===== config.mk =====
export PLATFORM = sky130hd
export DESIGN_NAME = voltage_warning_and_load_plug_cue_unit
export DESIGN_NICKNAME = d
export VERILOG_FILES = /design/src/rtl/vwlp_pkg.sv /design/src/rtl/vwlp_volt.sv /design/src/rtl/vwlp_load.sv /design/src/rtl/voltage_warning_and_load_plug_cue_unit.sv
export SDC_FILE = /design/constraint.sdc
export NUM_CORES = 2
export LEC_CHECK = 0
export ABC_AREA = 1
export BUFFER_PORTS_ARGS = -buffer_cell sky130_fd_sc_hd__buf_2
export CAP_MARGIN = 10
export CORE_ASPECT_RATIO = 0.5
export CORE_UTILIZATION = 40
export DETAILED_ROUTE_END_ITERATION = 10
export PLACE_DENSITY = 0.6
export SLEW_MARGIN = 20
export SYNTH_ARGS = -nofsm -noshare
export SYNTH_HDL_FRONTEND = slang
export SYNTH_HIERARCHICAL = 1
export SYNTH_SLANG_ARGS = --single-unit

===== constraint.sdc =====
create_clock -name i_clk -period 16.6 [get_ports i_clk]
set_input_delay 1.66 -clock i_clk [delete_from_list [all_inputs] [get_ports i_clk]]
set_output_delay 1.66 -clock i_clk [all_outputs]
set_load 0.1 [all_outputs]

===== src/rtl/vwlp_pkg.sv =====
`default_nettype none

package vwlp_pkg;

    // Register indexes on the configuration port.
    typedef enum logic [2:0] {
        CFG_LOW_WARN_FLOOR   = 3'd0,
        CFG_NORMAL_FLOOR     = 3'd1,
        CFG_HIGH_WARN_LEVEL  = 3'd2,
        CFG_CUE_ENABLE_FLOOR = 3'd3,
        CFG_STEADY_TIME_MS   = 3'd4,
        CFG_MAINS_INHIBIT_MS = 3'd5,
        CFG_PLUG_COOLDOWN_MS = 3'd6
    } t_cfg_idx;

    localparam int CFG_IDX_W  = 3;
    localparam int CFG_DATA_W = 16;

    // Reset values of the configuration registers.
    localparam logic [11:0] RST_LOW_WARN_FLOOR   = 12'd1500;
    localparam logic [11:0] RST_NORMAL_FLOOR     = 12'd2070;
    localparam logic [11:0] RST_HIGH_WARN_LEVEL  = 12'd2530;
    localparam logic [11:0] RST_CUE_ENABLE_FLOOR = 12'd1900;
    localparam logic [15:0] RST_STEADY_TIME_MS   = 16'd2000;
    localparam logic [15:0] RST_MAINS_INHIBIT_MS = 16'd3000;
    localparam logic [15:0] RST_PLUG_COOLDOWN_MS = 16'd5000;

    // Fixed timing of the voltage warnings, in ms.
    localparam logic [31:0] LOW_HOLD_MS     = 32'd1500;
    localparam logic [31:0] HIGH_HOLD_MS    = 32'd1000;
    localparam logic [31:0] VOLT_CUE_GAP_MS = 32'd8000;

    // Load thresholds in mA, and their Q15.16 forms for baseline compares.
    localparam logic [14:0] STEADY_DELTA_MA = 15'd80;
    localparam logic [14:0] ADDED_DELTA_MA  = 15'd150;
    localparam logic [14:0] FIRST_LOAD_MA   = 15'd350;
    localparam logic [30:0] BASE_SPLIT_FX   = 31'(150 << 16);
    localparam logic [30:0] ADDED_STEP_FX   = 31'(450 << 16);

    // Division by 50 is done as a halving and a multiply by ceil(2^35 / 25).
    localparam logic [30:0] RECIP_25   = 31'd1374389535;
    localparam int          RECIP_SHFT = 35;

    typedef struct packed {
        logic [11:0] low_warn_floor;
        logic [11:0] normal_floor;
        logic [11:0] high_warn_level;
        logic [11:0] cue_enable_floor;
        logic [15:0] steady_time_ms;
        logic [15:0] mains_inhibit_ms;
        logic [15:0] plug_cooldown_ms;
    } t_cfg;

    typedef struct packed {
        logic [31:0] time_ms;
        logic [11:0] volt_protect;
        logic [14:0] load_ma;
        logic        mains_ok;
        logic        paused;
        logic        fault_free;
    } t_sample;

endpackage

`default_nettype wire


===== src/rtl/vwlp_volt.sv =====
`default_nettype none

module vwlp_volt (
    input  wire                   i_clk,
    input  wire                   i_rst_n,
    input  wire                   i_commit,
    input  wire vwlp_pkg::t_sample i_smp,
    input  wire vwlp_pkg::t_cfg   i_cfg,
    output logic                  o_cue_low,
    output logic                  o_cue_high
);
    import vwlp_pkg::*;

    logic        r_low_armed, n_low_armed;
    logic [31:0] r_low_since, n_low_since;
    logic        r_high_armed, n_high_armed;
    logic [31:0] r_high_since, n_high_since;
    logic [31:0] r_last_cue, n_last_cue;

    logic        low_warn;
    logic        high_warn;
    logic        gap_ok;
    logic [31:0] low_age;
    logic [31:0] high_age;
    logic [31:0] cue_age;

    always_comb begin
        low_warn  = (i_smp.volt_protect >= i_cfg.low_warn_floor) &&
                    (i_smp.volt_protect < i_cfg.normal_floor);
        high_warn = i_smp.volt_protect >= i_cfg.high_warn_level;

        // A condition starts its timer on the first sample that shows it.
        n_low_armed  = low_warn;
        n_low_since  = !low_warn ? 32'd0 : (r_low_armed ? r_low_since : i_smp.time_ms);
        n_high_armed = high_warn;
        n_high_since = !high_warn ? 32'd0 : (r_high_armed ? r_high_since : i_smp.time_ms);

        low_age  = i_smp.time_ms - n_low_since;
        high_age = i_smp.time_ms - n_high_since;
        cue_age  = i_smp.time_ms - r_last_cue;
        gap_ok   = cue_age >= VOLT_CUE_GAP_MS;

        // The low cue has priority: the high cue is blocked while the low cue
        // fires, so both cannot show in the same sample; either cue restarts the spacing.
        o_cue_low  = n_low_armed && (low_age >= LOW_HOLD_MS) && gap_ok;
        o_cue_high = n_high_armed && (high_age >= HIGH_HOLD_MS) && gap_ok && !o_cue_low;

        n_last_cue = (o_cue_low || o_cue_high) ? i_smp.time_ms : r_last_cue;
    end

    always_ff @(posedge i_clk) begin
        if (!i_rst_n) begin
            r_low_armed  <= 1'b0;
            r_low_since  <= 32'd0;
            r_high_armed <= 1'b0;
            r_high_since <= 32'd0;
            r_last_cue   <= 32'd0;
        end else if (i_commit) begin
            r_low_armed  <= n_low_armed;
            r_low_since  <= n_low_since;
            r_high_armed <= n_high_armed;
            r_high_since <= n_high_since;
            r_last_cue   <= n_last_cue;
        end
    end

endmodule

`default_nettype wire


===== src/rtl/vwlp_load.sv =====
`default_nettype none

module vwlp_load (
    input  wire                   i_clk,
    input  wire                   i_rst_n,
    input  wire                   i_commit,
    input  wire vwlp_pkg::t_sample i_smp,
    input  wire vwlp_pkg::t_cfg   i_cfg,
    output logic                  o_cue_plug
);
    import vwlp_pkg::*;

    logic [30:0] r_base, n_base;
    logic [14:0] r_prev_load, n_prev_load;
    logic        r_steady_armed, n_steady_armed;
    logic [31:0] r_steady_since, n_steady_since;
    logic        r_mains_armed, n_mains_armed;
    logic [31:0] r_mains_since, n_mains_since;
    logic [31:0] r_last_plug, n_last_plug;

    logic               track_off;
    logic [14:0]        delta;
    logic [30:0]        load_fx;
    logic signed [31:0] diff;
    logic [31:0]        neg_diff;
    logic [30:0]        mag;
    logic [60:0]        prod;
    logic [25:0]        quot;
    logic [30:0]        base_adj;
    logic [30:0]        base_new;
    logic signed [31:0] rise;
    logic               adapt;
    logic               allowed;
    logic               first_load;
    logic               added_load;
    logic               plug;

    always_comb begin
        track_off = !i_smp.mains_ok || (i_smp.volt_protect < i_cfg.cue_enable_floor) ||
                    !i_smp.fault_free;
        load_fx   = {i_smp.load_ma, 16'd0};
        delta     = (i_smp.load_ma >= r_prev_load) ? (i_smp.load_ma - r_prev_load)
                                                   : (r_prev_load - i_smp.load_ma);

        n_mains_armed  = 1'b1;
        n_mains_since  = r_mains_armed ? r_mains_since : i_smp.time_ms;
        n_steady_armed = delta < STEADY_DELTA_MA;
        n_steady_since = !n_steady_armed ? 32'd0
                       : (r_steady_armed ? r_steady_since : i_smp.time_ms);
        adapt = n_steady_armed &&
                ((i_smp.time_ms - n_steady_since) >= {16'd0, i_cfg.steady_time_ms});

        // Baseline step: (load - baseline) / 50, truncated toward zero.
        diff     = $signed({1'b0, load_fx}) - $signed({1'b0, r_base});
        neg_diff = 32'(-diff);
        mag      = diff[31] ? neg_diff[30:0] : diff[30:0];
        prod     = 61'(mag[30:1]) * 61'(RECIP_25);
        quot     = prod[RECIP_SHFT +: 26];
        base_adj = diff[31] ? (r_base - 31'(quot)) : (r_base + 31'(quot));
        base_new = adapt ? base_adj : r_base;

        rise       = $signed({1'b0, load_fx}) - $signed({1'b0, base_new});
        allowed    = (i_smp.time_ms - n_mains_since) >= {16'd0, i_cfg.mains_inhibit_ms};
        first_load = (base_new < BASE_SPLIT_FX) && (i_smp.load_ma >= FIRST_LOAD_MA);
        added_load = (base_new >= BASE_SPLIT_FX) && !rise[31] &&
                     (rise[30:0] >= ADDED_STEP_FX) && (delta < ADDED_DELTA_MA);
        plug = !track_off && allowed && (first_load || added_load) &&
               ((i_smp.time_ms - r_last_plug) >= {16'd0, i_cfg.plug_cooldown_ms});

        n_prev_load = i_smp.load_ma;
        n_base      = base_new;
        n_last_plug = r_last_plug;
        if (track_off) begin
            n_base         = 31'd0;
            n_steady_armed = 1'b0;
            n_steady_since = 32'd0;
            n_mains_armed  = 1'b0;
            n_mains_since  = 32'd0;
        end else if (plug) begin
            // A new load becomes the baseline and the steady run restarts.
            n_base         = load_fx;
            n_last_plug    = i_smp.time_ms;
            n_steady_armed = 1'b0;
            n_steady_since = 32'd0;
        end
        o_cue_plug = plug;
    end

    always_ff @(posedge i_clk) begin
        if (!i_rst_n) begin
            r_base         <= 31'd0;
            r_prev_load    <= 15'd0;
            r_steady_armed <= 1'b0;
            r_steady_since <= 32'd0;
            r_mains_armed  <= 1'b0;
            r_mains_since  <= 32'd0;
            r_last_plug    <= 32'd0;
        end else if (i_commit) begin
            r_base         <= n_base;
            r_prev_load    <= n_prev_load;
            r_steady_armed <= n_steady_armed;
            r_steady_since <= n_steady_since;
            r_mains_armed  <= n_mains_armed;
            r_mains_since  <= n_mains_since;
            r_last_plug    <= n_last_plug;
        end
    end

endmodule

`default_nettype wire


===== src/rtl/voltage_warning_and_load_plug_cue_unit.sv =====
// Voltage warning and plug cue unit.
// Each input beat is one sample: timestamp, protection voltage, load current
// and the mains, paused and fault-free flags. Each sample yields exactly one
// output beat with three cue flags. A beat moves on a rising edge where its
// valid is high and its stall is low.
// A sample is captured in an input register, evaluated against the timer and
// baseline state, and its cues land in an output register. One sample is
// taken per cycle as long as the output side keeps up. The limit is the
// combinational state update, which holds one 30x31 multiply for the
// baseline step. When the receiver stalls, the output beat holds, the input
// register keeps one more sample, and o_stall rises only when both are full.
// The seven configuration registers are written through i_cfg_we, i_cfg_idx
// and i_cfg_wdata; unknown indexes are ignored. The user must write them
// only while no sample is in flight; the block itself does not enforce this.
// Synchronous reset empties both registers, restores the register defaults
// and clears all timers, flags and the baseline.
`default_nettype none

module voltage_warning_and_load_plug_cue_unit (
    input  wire                            i_clk,
    input  wire                            i_rst_n,
    // Configuration write port.
    input  wire                            i_cfg_we,
    input  wire [vwlp_pkg::CFG_IDX_W-1:0]  i_cfg_idx,
    input  wire [vwlp_pkg::CFG_DATA_W-1:0] i_cfg_wdata,
    // Sample channel.
    input  wire                            i_valid,
    output logic                           o_stall,
    input  wire [31:0]                     i_time_ms,
    input  wire [11:0]                     i_volt_protect,
    input  wire [14:0]                     i_load_ma,
    input  wire                            i_mains_ok,
    input  wire                            i_paused,
    input  wire                            i_fault_free,
    // Cue channel.
    output logic                           o_valid,
    input  wire                            i_stall,
    output logic                           o_cue_volt_low,
    output logic                           o_cue_volt_high,
    output logic                           o_cue_plug
);
    import vwlp_pkg::*;

    t_cfg    r_cfg;
    logic    r_s1_valid, n_s1_valid;
    t_sample r_s1;
    logic    r_out_valid, n_out_valid;
    logic    r_cue_low, r_cue_high, r_cue_plug;

    logic in_take;
    logic s1_fire;
    logic commit;
    logic cue_low_c, cue_high_c, cue_plug_c;

    // Configuration registers.
    always_ff @(posedge i_clk) begin
        if (!i_rst_n) begin
            r_cfg.low_warn_floor   <= RST_LOW_WARN_FLOOR;
            r_cfg.normal_floor     <= RST_NORMAL_FLOOR;
            r_cfg.high_warn_level  <= RST_HIGH_WARN_LEVEL;
            r_cfg.cue_enable_floor <= RST_CUE_ENABLE_FLOOR;
            r_cfg.steady_time_ms   <= RST_STEADY_TIME_MS;
            r_cfg.mains_inhibit_ms <= RST_MAINS_INHIBIT_MS;
            r_cfg.plug_cooldown_ms <= RST_PLUG_COOLDOWN_MS;
        end else if (i_cfg_we) begin
            unique case (t_cfg_idx'(i_cfg_idx))
                CFG_LOW_WARN_FLOOR:   r_cfg.low_warn_floor   <= i_cfg_wdata[11:0];
                CFG_NORMAL_FLOOR:     r_cfg.normal_floor     <= i_cfg_wdata[11:0];
                CFG_HIGH_WARN_LEVEL:  r_cfg.high_warn_level  <= i_cfg_wdata[11:0];
                CFG_CUE_ENABLE_FLOOR: r_cfg.cue_enable_floor <= i_cfg_wdata[11:0];
                CFG_STEADY_TIME_MS:   r_cfg.steady_time_ms   <= i_cfg_wdata;
                CFG_MAINS_INHIBIT_MS: r_cfg.mains_inhibit_ms <= i_cfg_wdata;
                CFG_PLUG_COOLDOWN_MS: r_cfg.plug_cooldown_ms <= i_cfg_wdata;
                default: ;
            endcase
        end
    end

    // Handshake: the sample in the input register is evaluated when the
    // output register is free or is being emptied in the same cycle.
    always_comb begin
        s1_fire = r_s1_valid && !(r_out_valid && i_stall);
        o_stall = r_s1_valid && r_out_valid && i_stall;
        in_take = i_valid && !o_stall;
        commit  = s1_fire && !r_s1.paused;

        n_s1_valid = in_take ? 1'b1 : (s1_fire ? 1'b0 : r_s1_valid);
        n_out_valid = s1_fire ? 1'b1 : (i_stall ? r_out_valid : 1'b0);
    end

    always_ff @(posedge i_clk) begin
        if (!i_rst_n) begin
            r_s1_valid  <= 1'b0;
            r_out_valid <= 1'b0;
        end else begin
            r_s1_valid  <= n_s1_valid;
            r_out_valid <= n_out_valid;
        end
    end

    always_ff @(posedge i_clk) begin
        if (in_take) begin
            r_s1.time_ms      <= i_time_ms;
            r_s1.volt_protect <= i_volt_protect;
            r_s1.load_ma      <= i_load_ma;
            r_s1.mains_ok     <= i_mains_ok;
            r_s1.paused       <= i_paused;
            r_s1.fault_free   <= i_fault_free;
        end
        // A paused sample reports no cues.
        if (s1_fire) begin
            r_cue_low  <= cue_low_c && !r_s1.paused;
            r_cue_high <= cue_high_c && !r_s1.paused;
            r_cue_plug <= cue_plug_c && !r_s1.paused;
        end
    end

    vwlp_volt u_volt (
        .i_clk      (i_clk),
        .i_rst_n    (i_rst_n),
        .i_commit   (commit),
        .i_smp      (r_s1),
        .i_cfg      (r_cfg),
        .o_cue_low  (cue_low_c),
        .o_cue_high (cue_high_c)
    );

    vwlp_load u_load (
        .i_clk      (i_clk),
        .i_rst_n    (i_rst_n),
        .i_commit   (commit),
        .i_smp      (r_s1),
        .i_cfg      (r_cfg),
        .o_cue_plug (cue_plug_c)
    );

    assign o_valid         = r_out_valid;
    assign o_cue_volt_low  = r_cue_low;
    assign o_cue_volt_high = r_cue_high;
    assign o_cue_plug      = r_cue_plug;

`ifndef SYNTHESIS
    // The high cue is blocked while the low cue fires, so both never show together.
    a_one_volt_cue: assert property (@(posedge i_clk) disable iff (!i_rst_n)
        o_valid |-> !(o_cue_volt_low && o_cue_volt_high))
        else $error("both voltage cues in one beat");

    // A paused sample produces an output beat with all cues clear.
    a_paused_quiet: assert property (@(posedge i_clk) disable iff (!i_rst_n)
        (s1_fire && r_s1.paused) |=>
        (o_valid && !o_cue_volt_low && !o_cue_volt_high && !o_cue_plug))
        else $error("paused sample produced a cue");

    // A sample waiting in the input register is neither lost nor altered.
    a_s1_hold: assert property (@(posedge i_clk) disable iff (!i_rst_n)
        (r_s1_valid && !s1_fire) |=> (r_s1_valid && $stable(r_s1)))
        else $error("waiting sample lost or changed");
`endif

endmodule

`default_nettype wire

* After elaboration in Yosys (flattened, before gate mapping)
Index checks and enable logic that the tools add are counted.
Cells by class: $lt $le $gt $ge 17, mux-type cells 23, multipliers 1, $add $sub $neg 13, bitwise gates (word level) 1, reductions and logical operators 46, equal/unequal tests 7
Operators by type and width (count):
- 32-bit two-way mux | 10
- 32-bit subtractor | 6
- 31-bit two-way mux | 5
- 32-bit by 16-bit >= comparator with 1-bit output | 3
- 31-bit by 31-bit subtractor with 32-bit output | 2
- 30-bit by 31-bit multiplier with 61-bit output, second input constant | 1
- 32-bit by 10-bit >= comparator with 1-bit output, second input constant | 1
- 32-bit by 11-bit >= comparator with 1-bit output, second input constant | 1
- 32-bit by 13-bit >= comparator with 1-bit output, second input constant | 1
- 31-bit by 26-bit adder with 31-bit output | 1
- 31-bit by 24-bit >= comparator with 1-bit output, second input constant | 1
- 31-bit by 25-bit >= comparator with 1-bit output, second input constant | 1
- 31-bit by 24-bit < comparator with 1-bit output, second input constant | 1
- 31-bit negator | 1
- 31-bit by 26-bit subtractor with 31-bit output | 1
- 15-bit subtractor | 2
- 12-bit >= comparator | 2
- 12-bit < comparator | 2
- 1-bit logical AND | 23
- 2-bit AND reduction | 8
- 15-bit >= comparator | 1
- 15-bit by 9-bit >= comparator with 1-bit output, second input constant | 1
- 15-bit by 7-bit < comparator with 1-bit output, second input constant | 1
- 15-bit by 8-bit < comparator with 1-bit output, second input constant | 1
- 12 further kinds | 31
Word-level totals: logic and storage cells 138, output and inout bits 5, bits of input ports 86, register bits 405

* Longest topological paths before layout
depth in word-level cells 18, gate-level depth with buffers 95

* Modules after synthesis
The synthesis kept the hierarchy.
Modules (own cells, without submodules):
- vwlp_load | sequential area each 2882.8 um2, area each 36193.5 um2, cells an instance 5135, instances 1
- vwlp_volt | sequential area each 1961.9 um2, area each 12774.8 um2, cells an instance 2350, instances 1
- voltage_warning_and_load_plug_cue_unit | sequential area each 3913.8 um2, area each 5761.8 um2, cells an instance 596, instances 1

* Least setup slack after synthesis
Ideal clock, no wire load.
kind register to register, from register u_load.r_base[1], to register u_load.r_last_plug[23], arrival time 14.079 ns, path buffers 1, setup slack 2.380 ns, setup time 0.141 ns, cell stages (with the launch flop) 86, required time 16.459 ns, path through dfxtp_1 > inv_1 > ha_1 > inv_1 > nor3_1 > inv_1 > nor2_1 > nand2_1 > nor2_1 > nand3_1 > nor3_1 > nand2_1 > nor3_1 > xor2_1 > nand2_1 > or3_1 > nor2_1 > nand3_1 > (+50 left out) > ha_1 > inv_1 > nor2_1 > nand2_1 > nor2_1 > nand3_1 > nand3_1 > nor2_1 > nor2_1 > nand2_1 > nor2_1 > nand3_1 > nand2_2 > nand2_4 > nand3_4 > buf_6 > nand2_1 > nor3b_2
On the way: longest elaborated chain between the ends 16
Ends and longest elaborated chain:
- from (decl) | line vwlp_load.sv:13 | logic [30:0] r_base, n_base;
- from (signal assigned) | line vwlp_load.sv:99 | r_base <= n_base;
- 31-bit by 31-bit subtractor with 32-bit output | line vwlp_load.sv:54 | diff = $signed({1'b0, load_fx}) - $signed({1'b0, r_base});
- 31-bit negator | line vwlp_load.sv:55 | neg_diff = 32'(-diff);
- 31-bit two-way mux | line vwlp_load.sv:56 | mag = diff[31] ? neg_diff[30:0] : diff[30:0];
- 30-bit by 31-bit multiplier with 61-bit output | line vwlp_load.sv:57 | prod = 61'(mag[30:1]) * 61'(RECIP_25);
- 31-bit by 26-bit adder with 31-bit output or 31-bit by 26-bit subtractor with 31-bit output (tied branches) | line vwlp_load.sv:59 | base_adj = diff[31] ? (r_base - 31'(quot)) : (r_base + 31'(quot));
- 31-bit two-way mux | line vwlp_load.sv:59
- 31-bit two-way mux (*) | line vwlp_load.sv:60 | base_new = adapt ? base_adj : r_base;
- parallel branches: the longest is 5 deep, another holds 31-bit by 31-bit subtractor with 32-bit output
- 1-bit logical OR (*) | line vwlp_load.sv:67 | plug = !track_off && allowed && (first_load || added_load) &&
- 1-bit logical AND (*) (2 in series) | line vwlp_load.sv:67
- 3-bit AND reduction (no line) (*)
- to (signal assigned) | line vwlp_load.sv:105 | r_last_plug <= n_last_plug;
- to (decl) | line vwlp_load.sv:19 | logic [31:0] r_last_plug, n_last_plug;
Mark *: on every way between the ends. A chain may end at the register's enable or synchronous reset.

* Worst setup path after layout
from register u_load.r_base[0], to register u_load.r_last_plug[29]
Same word-level chain as after synthesis.

==> results.toml <==
[status]
outcome = "complete, no violations"

[timing]
tns_ps = 0
setup_viol = 0
hold_ws_ps = 457
timing.fmax_mhz = 65.0
fin_skew_ps = 36.6
worst_slew_pin_slew_ps = 1080
fin_crit_ps = 15390
period_share_pct = 92.7
slew_headroom_pct = 28.2
hold_viol = 0
slew_violations = 0

[global_routing]
overflow = 0
grt_usage_pct = 24.6
grt_pass1_vias = 48300
grt_max_degree = 108
grt_first_pass_wirelength_mm = 271
antenna_found_initial = 4

[hold_path]
hp-start = "r_cfg[23]"
worst_hold_path.endpoint = "r_cfg[23]"
hp-class = "flip-flop to flip-flop"
whs_path_depth = 2

[critical_path]
cp.arrival_ps = 15880
slowest_delay_ps = 640
r2r_start = "u_load/r_base[0]"
cp-end-kind = "flip-flop"
worstRegToRegCells = 76
rrSetupSlack_ps = 1210
path_class = "flip-flop to flip-flop"
cp_common_cell = "nand2_1"
reg2reg_to = "u_load/r_last_plug[29]"
worst-path-max-fanout = 11
crit_start = "u_load/r_base[0]"
crit_slowest_cell = "fa_1"
crit_path_start_kind = "flip-flop"
critPathRequiredTime_ps = 17090

[synth]
synthesis.area_um2 = 54700
ys.warnings.count = 6
synth-edff-count = 65
avgSynthCellArea_um2 = 6.77
ys_async_sr_fraction_pct = 0
synth_cells = 8081
seq_area_frac_synth_pct = 16.0
synth_fp_nets = 9221
synth-main-ff-cell = "dfxtp_1"
ys_ff_latch = 405
yosysUniqueCellTypes = 65

[final_layout]
stdcell_count = 9980
n_antenna_cell = 0
area_growth_pct = 8.08
drive_gt1_share_pct = 6.25
finish.utilization_pct = 43.8
layout_common_cells = "nand2_1, inv_1, ha_1, nor2_1, a21oi_1"
mostFrequentLayoutCell = "nand2_1"
nets = 9293

[floorplanning]
start_util_pct = 40.5
dieArea_um2 = 138000
die_w_um = 525
die_h_um = 264
io_pins = 91
coreArea_um2 = 135000
rows = 95

[placement]
dp_cells = 9888
numPortBuffers = 90
dpl.hpwl_mm = 141
gp_congestion = 0.951

[cts]
clkSinkCount = 405
clock_latency_ps = 630
cts_tree = "yes"
clockBufferDepth = 3
cts_buffers = 45
cts.reportedPaths.clkPinSlew_ps = 70
htree_levels = 2
cts_root_buf = "clkbuf_16"

[drt]
vias_per_cell = 5.13
drt_drc_violations_left = 0
drt_pass1_iterations = 6
dr_total_vias = 51200
routed_wl_mm = 175
drt_iter0_markers = 3700
avgRoutedWirePerCell_um = 17.5
antenna_left = 0

[run]
drv_cap = 0
how the worst max path moves through the flow:
stage               cells after the start  slack (ps)                     end
detailed placement                     84         440   u_load/r_last_plug[4]
finish                                 76        1210  u_load/r_last_plug[29]
CTS                                    84         390   u_load/r_last_plug[3]
floorplan                              85        2380  u_load/r_last_plug[23]
global route                           90         -20   u_load/r_last_plug[0]
global placement                       86         720   u_load/r_last_plug[0]
synth_stat cells (all sizes together), types with 65 or more instances:
library cell,instances,area (um2)
xor2,162,1420
ha,713,8920
buf,70,502
nand4,78,488
nor2,712,2800
edfxtp,65,1950
fa,341,6830
a21oi,546,2740
dfxtp,340,6810
nand2,2077,7880
nor3,70,365
clkbuf,98,368
nand3,519,2840
o21ai,360,1820
xnor2,67,587
inv,1533,5750
cell families (layout without fill, tap and decap cells):
logic type                 Yosys count  in the layout  synth area share, %
and+or+nand+nor                   3576           3577                 28.1
buffers and inverters             1705           1809                 12.1
AOI/OAI and AO/OA                 1082           1082                 10.7
adders and majority gates         1054           1054                 28.8
DFF                                405            405                 16.0
xor gates and xnor gates           229            229                 3.66
muxes                               30             30                0.617
sequential cells by signal (all words and copies together) (netlist names), 15 cells and up:
signal / flops
u_load/r_last_plug: 32
u_load/r_base: 31
u_load/r_mains_since: 32
r_s1: 62
r_cfg: 96
u_volt/r_low_since: 32
u_load/r_prev_load: 15
u_volt/r_high_since: 32
u_load/r_steady_since: 32
u_volt/r_last_cue: 32
layout make-up:
class,instances,area [um2]
clock buffer,61,1290
tap,1794,2240
timing repair buffer,192,1310
multi-input combinational,5972,39500
clock inverter,19,234
fill,14300,75900
sequential,405,8760
inverter,1537,5770
per-stage QoR:
stage	cell area, um2	setup WS [ps]
2_1_floorplan	54700	2380
6_report	59200	1210
5_1_grt	59200	-18.0
3_5_place_dp	57300	443
4_1_cts	58800	392
3_3_place_gp	57300	720
critical path: cells and delay by family, from the launching register on:
| kind | cells | cell delay, ps |
|---|---|---|
| compound gates | 7 | 1270 |
| xor+xnor | 4 | 1020 |
| fa+ha+maj | 13 | 5720 |
| buf+inv | 12 | 1480 |
| flops | 1 | 360 |
| simple gates | 40 | 5380 |
repair_timing:
action / 4_1_cts / 5_1_grt
hold buffers: 0 / 0
resized for setup: 0 / 46
endpoints found under the hold margin: 0 / 0
buffers inserted: 0 / 7
endpoints found under the setup margin: 0 / 97
per-layer routing:
metal,up-vias,track usage (%),part of all wire [%]
met1,23900,33.3,46
met4,0,7.18,3.0
met5,-,0,0
met2,1267,42.1,47
met3,241,1.68,4.5
li1,25800,-,-
Power is not shown: default switching activity piles up to over one toggle a cycle in this logic, so the estimate is an artifact.
